$ cat config.mk
export PLATFORM = sky130hd
export DESIGN_NAME = min_priority_queue
export DESIGN_NICKNAME = d
export VERILOG_FILES = /design/src/rtl/mpq_pkg.sv /design/src/rtl/mpq_cell.sv /design/src/rtl/min_priority_queue.sv
export SDC_FILE = /design/constraint.sdc
export NUM_CORES = 2
export LEC_CHECK = 0
export BUFFER_PORTS_ARGS = -buffer_cell sky130_fd_sc_hd__buf_2
export CORE_ASPECT_RATIO = 1.2
export CORE_MARGIN = 2
export CORE_UTILIZATION = 40
export DETAILED_ROUTE_END_ITERATION = 8
export PLACE_DENSITY = 0.62
export SKIP_LAST_GASP = 1
export SLEW_MARGIN = 20
export SYNTH_ARGS = -nofsm -noshare
export SYNTH_HDL_FRONTEND = slang
export SYNTH_SLANG_ARGS = --single-unit
$ cat constraint.sdc
create_clock -name clock -period 15.4 [get_ports clock]
set_input_delay 2.31 -clock clock [delete_from_list [all_inputs] [get_ports clock]]
set_output_delay 2.31 -clock clock [all_outputs]
set_load 0.02 [all_outputs]
$ cat src/rtl/mpq_pkg.sv
// Types and constants for the min_priority_queue block.
// No dependencies; imported by every module of the block.
`timescale 1ns / 1ps
`default_nettype none

package mpq_pkg;

   // beat kinds
   localparam logic KIND_INSERT = 1'b0;
   localparam logic KIND_REMOVE = 1'b1;

   // width of the reported entry count
   localparam int HELD_W = 5;

   typedef struct packed {
      logic               kind;
      logic signed [31:0] item_value;
      logic signed [31:0] item_priority;
   } req_type;

   typedef struct packed {
      logic signed [31:0] removed_value;
      logic signed [31:0] removed_priority;
      logic               removed_valid;
      logic               op_error;
      logic [HELD_W-1:0]  entries_held;
      logic               is_empty;
      logic               is_full;
      logic signed [31:0] least_priority;
   } rsp_type;

   // one stored pair
   typedef struct packed {
      logic signed [31:0] value;
      logic signed [31:0] prio;
   } entry_type;

   // controls broadcast to every cell
   typedef struct packed {
      logic shift;   // take the neighbor's entry
      logic load;    // the target cell takes the bus entry
   } cell_ctl_type;

endpackage

`default_nettype wire

$ cat src/rtl/mpq_cell.sv
// One storage cell of the queue chain: holds a pair, loads from the bus or its neighbor.
// Depends on mpq_pkg.
`timescale 1ns / 1ps
`default_nettype none

module mpq_cell import mpq_pkg::*; #(
   parameter int IDXW  = 4,
   parameter int INDEX = 0
) (
   input  wire logic              clock,
   input  wire cell_ctl_type      ctl,
   input  wire logic [IDXW-1:0]   tgt,
   input  wire entry_type         bus,
   input  wire entry_type         nbr,
   output entry_type              q
);

   entry_type ent_ff;
   entry_type ent_in;
   logic      hit;

   // bus load wins over the neighbor shift
   assign hit = ctl.load && (tgt == IDXW'(INDEX));

   always_comb begin
      if (hit) begin
         ent_in = bus;
      end else if (ctl.shift) begin
         ent_in = nbr;
      end else begin
         ent_in = ent_ff;
      end
   end

   always_ff @(posedge clock) begin
      ent_ff <= ent_in;
   end

   assign q = ent_ff;

endmodule

`default_nettype wire

$ cat src/rtl/min_priority_queue.sv
// Minimum-priority queue of (value, priority) pairs: top level with controller and cell chain.
// Depends on mpq_pkg and mpq_cell.
`timescale 1ns / 1ps
`default_nettype none

// Entries sit in a row of CAPACITY cells in arrival order, and the smallest
// held priority is kept in a register, so every result carries the peek value.
// An insert, or any beat flagged as an error, is handled in the idle state: the
// next beat can be taken once its result can leave the output register. A remove
// rotates the whole chain one cell per cycle past the head comparator, which
// drops the earliest entry holding the smallest priority and works out the new
// minimum from the entries it keeps; the done state then posts the result. No
// reset sweep is needed. Each result waits in an output register, so a stalled
// result channel only blocks the next beat, not the work in flight.
module min_priority_queue import mpq_pkg::*; #(
   parameter int CAPACITY = 16
) (
   input  wire logic    clock,
   input  wire logic    reset,
   input  wire logic    req_valid,
   output logic         req_stall,
   input  wire req_type req_data,
   output logic         rsp_valid,
   input  wire logic    rsp_stall,
   output rsp_type      rsp_data
);

   localparam int IDXW = (CAPACITY > 1) ? $clog2(CAPACITY) : 1;
   localparam int CNTW = $clog2(CAPACITY + 1);

   localparam logic [1:0] ST_IDLE = 2'd0;
   localparam logic [1:0] ST_SCAN = 2'd1;
   localparam logic [1:0] ST_DONE = 2'd2;

   logic [1:0]         state_ff,      state_in;
   logic [CNTW-1:0]    occ_ff,        occ_in;
   logic [CNTW-1:0]    steps_ff,      steps_in;
   logic signed [31:0] least_ff,      least_in;
   logic signed [31:0] newmin_ff,     newmin_in;
   logic               have_ff,       have_in;
   logic               found_ff,      found_in;
   entry_type          rem_ff,        rem_in;
   logic               rsp_valid_ff,  rsp_valid_in;
   rsp_type            rsp_data_ff,   rsp_data_in;

   entry_type          cell_q [CAPACITY];
   entry_type          head;
   entry_type          bus;
   cell_ctl_type       ctl;
   logic [IDXW-1:0]    tgt;
   logic [CNTW-1:0]    occ_m1;
   logic               out_free;
   logic               req_fire;
   logic               is_target;
   logic               ins_ok;

   // handshake
   assign out_free  = !rsp_valid_ff || !rsp_stall;
   assign req_stall = (state_ff != ST_IDLE) || !out_free;
   assign req_fire  = req_valid && !req_stall;
   assign rsp_valid = rsp_valid_ff;
   assign rsp_data  = rsp_data_ff;

   // head of the chain and the removal match
   assign head      = cell_q[0];
   assign is_target = !found_ff && (head.prio == least_ff);
   assign occ_m1    = occ_ff - CNTW'(1);
   assign ins_ok    = req_fire && (req_data.kind == KIND_INSERT)
                      && (occ_ff != CNTW'(CAPACITY));

   // cell controls: insert appends at the tail, a scan step rotates
   always_comb begin
      ctl.shift = (state_ff == ST_SCAN);
      if (state_ff == ST_SCAN) begin
         ctl.load = !is_target;
         tgt      = occ_m1[IDXW-1:0];
         bus      = head;
      end else begin
         ctl.load = ins_ok;
         tgt      = occ_ff[IDXW-1:0];
         bus      = '{value: req_data.item_value, prio: req_data.item_priority};
      end
   end

   // cell chain
   for (genvar i = 0; i < CAPACITY; i++) begin : g_cell
      entry_type nbr;
      if (i == CAPACITY - 1) begin : g_last
         assign nbr = cell_q[i];
      end else begin : g_mid
         assign nbr = cell_q[i+1];
      end
      mpq_cell #(
         .IDXW  (IDXW),
         .INDEX (i)
      ) u_cell (
         .clock (clock),
         .ctl   (ctl),
         .tgt   (tgt),
         .bus   (bus),
         .nbr   (nbr),
         .q     (cell_q[i])
      );
   end

   // controller next state
   always_comb begin
      state_in     = state_ff;
      occ_in       = occ_ff;
      steps_in     = steps_ff;
      least_in     = least_ff;
      newmin_in    = newmin_ff;
      have_in      = have_ff;
      found_in     = found_ff;
      rem_in       = rem_ff;
      rsp_valid_in = rsp_valid_ff && rsp_stall;
      rsp_data_in  = rsp_data_ff;

      unique case (state_ff)
         ST_IDLE: begin
            if (req_fire) begin
               rsp_data_in = '0;
               if (req_data.kind == KIND_INSERT) begin
                  if (occ_ff == CNTW'(CAPACITY)) begin
                     rsp_data_in.op_error = 1'b1;
                  end else begin
                     occ_in = occ_ff + CNTW'(1);
                     if (occ_ff == '0 || req_data.item_priority < least_ff) begin
                        least_in = req_data.item_priority;
                     end
                  end
                  rsp_valid_in = 1'b1;
               end else if (occ_ff == '0) begin
                  rsp_data_in.op_error = 1'b1;
                  rsp_valid_in         = 1'b1;
               end else begin
                  state_in = ST_SCAN;
                  steps_in = occ_ff;
                  found_in = 1'b0;
                  have_in  = 1'b0;
               end
               rsp_data_in.entries_held   = HELD_W'(occ_in);
               rsp_data_in.is_empty       = (occ_in == '0);
               rsp_data_in.is_full        = (occ_in == CNTW'(CAPACITY));
               rsp_data_in.least_priority = (occ_in == '0) ? 32'sd0 : least_in;
            end
         end
         ST_SCAN: begin
            // one rotation step per cycle
            steps_in = steps_ff - CNTW'(1);
            if (is_target) begin
               rem_in   = head;
               found_in = 1'b1;
               occ_in   = occ_m1;
            end else begin
               if (!have_ff || head.prio < newmin_ff) begin
                  newmin_in = head.prio;
               end
               have_in = 1'b1;
            end
            if (steps_ff == CNTW'(1)) begin
               state_in = ST_DONE;
            end
         end
         ST_DONE: begin
            if (out_free) begin
               least_in                     = have_ff ? newmin_ff : 32'sd0;
               rsp_data_in.removed_value    = rem_ff.value;
               rsp_data_in.removed_priority = rem_ff.prio;
               rsp_data_in.removed_valid    = 1'b1;
               rsp_data_in.op_error         = 1'b0;
               rsp_data_in.entries_held     = HELD_W'(occ_ff);
               rsp_data_in.is_empty         = (occ_ff == '0);
               rsp_data_in.is_full          = (occ_ff == CNTW'(CAPACITY));
               rsp_data_in.least_priority   = have_ff ? newmin_ff : 32'sd0;
               rsp_valid_in                 = 1'b1;
               state_in                     = ST_IDLE;
            end
         end
         default: begin
            state_in = ST_IDLE;
         end
      endcase
   end

   // control registers
   always_ff @(posedge clock) begin
      if (reset) begin
         state_ff     <= ST_IDLE;
         occ_ff       <= '0;
         least_ff     <= '0;
         found_ff     <= 1'b0;
         have_ff      <= 1'b0;
         rsp_valid_ff <= 1'b0;
      end else begin
         state_ff     <= state_in;
         occ_ff       <= occ_in;
         least_ff     <= least_in;
         found_ff     <= found_in;
         have_ff      <= have_in;
         rsp_valid_ff <= rsp_valid_in;
      end
   end

   // payload registers
   always_ff @(posedge clock) begin
      steps_ff    <= steps_in;
      newmin_ff   <= newmin_in;
      rem_ff      <= rem_in;
      rsp_data_ff <= rsp_data_in;
   end

endmodule

`default_nettype wire

* Word-level counts from Yosys, hierarchy flattened *
Cells that the tools add are included.

cells by class
  $add $sub $neg = 3
  $lt $le $gt $ge = 2
  eq/ne operators = 29
  mux-type cells = 76
  bitwise gates (word level) = 2
  reductions and logical operators = 62

operators by type and width
  operator             number
  $mux 64              31
  $mux 32              7
  $mux 105             2
  $pmux 105 s2         1
  $lt 32x32->1         2
  $pmux 32 s2          1
  $mux 5               9
  $reduce_bool 2->1    18
  $eq 32x32->1         1
  $eq 4x4->1 const B   8
  $logic_and 1x1->1    21
  $pmux 5 s2           2
  $eq 4x3->1 const B   4
  $reduce_and 5->1     3
  $mux 1               13
  $eq 5x5->1 const B   2
  $logic_not 5->1      2
  $mux 2               5
  $ne 2x2->1 const B   5
  $sub 5x1->5 const B  2
  $reduce_and 3->1     3
  $eq 4x2->1 const B   2
  $logic_not 1->1      7
  $pmux 1 s2           3
  15 further kinds     20

word-level totals
  bits in registers = 1272
  input bits = 69
  word-level logic and storage cells = 224

* Depth between registers and ports, before layout *
  word-level depth = 12
  gate-level depth with buffers = 14
  mapped depth without buffers = 9

* Hierarchy *
From an unflattened synthesis, not the netlist that was laid out.

unflattened totals
  cell total of the unflattened synthesis = 3441
  area total of the unflattened synthesis = 59557.1 um2

modules (own cells, without submodules)
  module                             instances  cells an instance  area each (um2)
  min_priority_queue                 1          1233               12863.6
  mpq_cell at g_cell[1].u_cell ...   4          138                2924.1
  mpq_cell at g_cell[10].u_cell ...  4          138                2921.6
  mpq_cell at g_cell[11].u_cell ...  4          138                2914.0
  mpq_cell at g_cell[12].u_cell ...  2          138                2911.5
  mpq_cell at g_cell[15].u_cell      1          138                2916.5
  mpq_cell at g_cell[0].u_cell       1          138                2915.3

* Least setup slack after synthesis *
OpenSTA, ideal clock, no wires.

  path type = input port to flip-flop
  start point = input rsp_stall
  end point = register g_cell[12].u_cell.ent_ff, in the netlist g_cell[12].u_cell.q[0] (enable)
  library setup time = 0.574 ns
  arrival = 7.910 ns
  data required time = 14.826 ns
  slack = 6.915 ns
  stages on the path = 7
  buffers on the path = 2
  path through = a211oi_2 > and2_1 > buf_2 > nand2_2 > or3_1 > buf_2 > o21ai_0

between the ends
  word-level cells in the longest chain between the ends = 11

RTL lines
  item                                RTL line                  text
  from (decl)                         min_priority_queue.sv:24  input wire logic rsp_stall,
  $logic_not 1->1                     min_priority_queue.sv:58  assign out_free = !rsp_valid_ff || !rsp_stall;
  $logic_or 1x1->1                    min_priority_queue.sv:58
  $logic_not 1->1                     min_priority_queue.sv:59  assign req_stall = (state_ff != ST_IDLE) || !out_free;
  $logic_or 1x1->1                    min_priority_queue.sv:59
  $logic_not 1->1                     min_priority_queue.sv:60  assign req_fire = req_valid && !req_stall;
  $logic_and 1x1->1                   min_priority_queue.sv:60
  $logic_and 1x1->1                   min_priority_queue.sv:68  assign ins_ok = req_fire && (req_data.kind == KIND_INSERT)
  $logic_and 1x1->1                   min_priority_queue.sv:69  && (occ_ff != CNTW'(CAPACITY));
  $mux 1                              min_priority_queue.sv:74  if (state_ff == ST_SCAN) begin
  $logic_and 1x1->1                   mpq_cell.sv:23            assign hit = ctl.load && (tgt == IDXW'(INDEX));
  $reduce_bool 2->1 (no source line)  -
  to (signal assigned)                mpq_cell.sv:36            ent_ff <= ent_in;
  to (decl)                           mpq_cell.sv:18            entry_type ent_ff;

Every way passes these cells.
A chain may end at the register's enable or synchronous reset.

==> run summary <==
Critical Path RT -> 15.84 ns
number of global-route vias before repair -> 30830
r2r endpoint -> g_cell[11].u_cell.q[63]$_DFFE_PP_
Layout Nets -> 4005
I/O Pins -> 176
Worst path top cell family by delay -> simple AND/OR/NAND/NOR gates
chip height -> 407.9 um
P&R area growth vs syn -> 11.93%
Final Hold Vio Count -> 0
crit-path cells -> xor2_1 -> nor4_1 -> nand4_2 -> o31ai_4 -> o32a_4 -> buf_4 -> or2_2 -> buf_4 -> o21ai_0
Synth Register Bits -> 1272
top_reg_cell synth -> edfxtp_1
post-layout min period -> 5.572 ns
Reg clk slew, reported paths -> 0.06 ns
hold path depth -> 0
effective utilization at floorplan -> 0.4022
fmax -> 0.1795 GHz
Hold EP -> rem_ff[38]$_DFFE_PP_
Worst setup EP type -> register
Mapped Nets -> 3868
Cell Pwr Density -> 127.5 mW/mm2
clock skew -> 0.03337 ns
Antenna Cells -> 0
R2R Setup Slk -> 9.83 ns
Area contributors post-synth -> edfxtp_1 68%, mux2_1 6.9%, o21ai_0 3.9%
Buf+Inv Stages, Crit Path -> 2
Worst Tran Pin Value -> 1.111 ns
initial antenna violation count -> 13
Clock Tree Buf Depth -> 3
Critical Setup Path Class -> reg -> reg
Min-Delay Path Class -> reg -> reg
gr usage total -> 0.1853
post-route clock period utilization -> 0.3618
Slew Limit Fails -> 0
cells after synthesis -> 3733
H-tree Lvls -> 3
MaxCap Viol Count -> 0
global placer's final weighted congestion -> 0.8177
via count -> 31310
dpl hpwl -> 76.59 mm
PortBufs -> 175
Leak Pwr -> 20.61 nW
RSZ-0062 raised after global routing -> false
CTS Root Cell -> clkbuf_16
Post-synth EDFFs -> 1230
CTS tree -> yes
hold buffers post-CTS -> 0
CTS-repair resized insts -> 0
Post-DRT Antenna Nets -> 0
share of cells above drive strength 1 -> 0.1770
Post-CTS Setup Repair Bufs -> 0
Critical Path Max Stage Delay -> 0.78 ns
Slew Limit Headroom -> 0.2380
worst hold start -> g_cell[0].u_cell.q[38]$_DFFE_PP_
synthesized area -> 0.05437 mm2
Max FO, Critical Path -> 64
final setup TNS -> 0 ns
worst skew pair latency -> 0.74 ns
global route overflow -> 0
vias per std cell -> 5.425
area of the die -> 0.1389 mm2
Synth Warn # -> 0
Fill cells -> 11970
syn_area_per_cell -> 14.56 um2
maximum vdd ir drop -> 0.09471 mV
Synth area leader -> edfxtp_1
Synth top area share -> 0.6794
reg2reg path depth -> 9
first-pass GRT wire length -> 197.1 mm
placed cells -> 5549
most common cell after layout, fill and taps aside -> edfxtp_1
Num CTS Buffers -> 119
Finished Layout Cells -> 5772
status -> finished, final reports clean
Async SR Flop Fraction -> 0
WL final -> 130.7 mm
# clock sinks -> 1272
Cell variety after synth -> 67
final setup vio count -> 0
Top cell by count, worst path -> buf_4
total core area -> 0.1352 mm2
critical path arrival -> 6.02 ns
Iteration-0 DRC Markers -> 2765
row cnt -> 148
startpoint types -> register
largest net degree at the start of global routing -> 84
worst r2r src -> g_cell[0].u_cell.q[1]$_DFFE_PP_
Final Util -> 0.4502
Die X -> 340.6 um
slowest cell on the critical path -> nor4_1
Seq/Total Area, Yosys -> 0.6948
# DRC -> 0
commonest non-fill, non-tap cells in the layout -> 1230 x edfxtp_1, 408 x o21ai_0, 332 x mux2_1
Wirelength per Cell -> 22.64 um
Initial DRT Pass Iterations -> 5
## routing by layer
metal,routed length (um),up-vias,track usage,share of wire
li1,-,14300,-,-
met1,56910,15850,0.2531,0.44
met2,63130,965,0.3082,0.48
met3,7798,172,0.02928,0.060
met4,2715,20,0.04755,0.021
met5,128,-,0,0.00098
## synth_stat cells, types with 27 or more instances
cell type,instances
a21oi_1,257
and2_1,65
buf_2,79
buf_4,27
buf_6,31
clkbuf_1,81
dfxtp_1,42
edfxtp_1,1230
ha_1,66
inv_1,76
inv_2,65
mux2_1,332
mux2_2,180
mux2i_1,96
nand2_1,127
nor2_1,251
o21ai_0,419
o21ai_1,97
o22ai_1,33
xor2_1,34
## cells by family after synthesis
kind of cell,synth area share
AO/OA/AOI/OAI,0.08370
multiplexers,0.1237
buffers and inverters,0.03316
adder cells (fa/ha/maj),0.01519
AND/OR/NAND/NOR,0.04246
XOR/XNOR,0.006927
flip-flops,0.6948
## layout make-up
class | instances | area [um2] | area share
clock buffers | 163 | 3224 | 0.05299
clock inverters | 60 | 521.8 | 0.008574
inverters | 142 | 535.5 | 0.008800
multi-input cells | 2096 | 15180 | 0.2495
flip-flops and latches | 1272 | 37780 | 0.6208
well taps | 1800 | 2252 | 0.03701
repair buffers | 239 | 1360 | 0.02235
## worst register-to-register path, delay by kind of cell, from the launching register on
kind	cells	cell delay [ns]
DFF	1	0.53
AOI/OAI and AO/OA	3	1.42
xor gates and xnor gates	1	0.21
buffers and inverters	2	1.31
and+or+nand+nor	3	1.82
## how the worst max path moves through the flow
stage                                          startpoint                                end  depth (start not counted)  slack, ns
after floorplan                                 rsp_stall   g_cell[12].u_cell.q[0]$_DFFE_PP_                          7       6.92
after global placement                          rsp_stall   g_cell[2].u_cell.q[10]$_DFFE_PP_                          7       9.26
after detailed placement                        rsp_stall    g_cell[2].u_cell.q[8]$_DFFE_PP_                          7       9.13
after CTS                 g_cell[0].u_cell.q[1]$_DFFE_PP_  g_cell[11].u_cell.q[63]$_DFFE_PP_                          9       9.76
after global routing      g_cell[0].u_cell.q[1]$_DFFE_PP_  g_cell[11].u_cell.q[63]$_DFFE_PP_                          9       9.56
final                     g_cell[0].u_cell.q[1]$_DFFE_PP_  g_cell[11].u_cell.q[63]$_DFFE_PP_                          9       9.83
## state kept, by name (all words and copies together), names as in the netlist
register / flops
have_ff: 1
occ_ff: 5
least_ff: 32
rsp_data: 105
rem_ff: 64
rsp_valid: 1
newmin_ff: 32
steps_ff: 5
state_ff: 2
found_ff: 1
g_cell.u_cell.q: 1024
## where the power goes
group / internal, mW / switching, mW / total (mW)
combinational: 0.218 / 0.544 / 0.763
clock: 1.58 / 1.29 / 2.87
sequential: 4.05 / 0.0754 / 4.13
total: 5.85 / 1.91 / 7.76
## per-stage QoR
step,hold slack [ns],setup WS [ns],power [mW],cell area [um2]
detailed placement,0.4358,9.134,4.968,57100
global placement,0.4318,9.265,4.951,57100
CTS,0.4540,9.756,7.844,60850
floorplan,0.4261,6.915,4.687,54370
finish,0.4513,9.828,7.761,60850
global route,0.4621,9.565,8.044,60850
(Power assumes the default switching activity.)
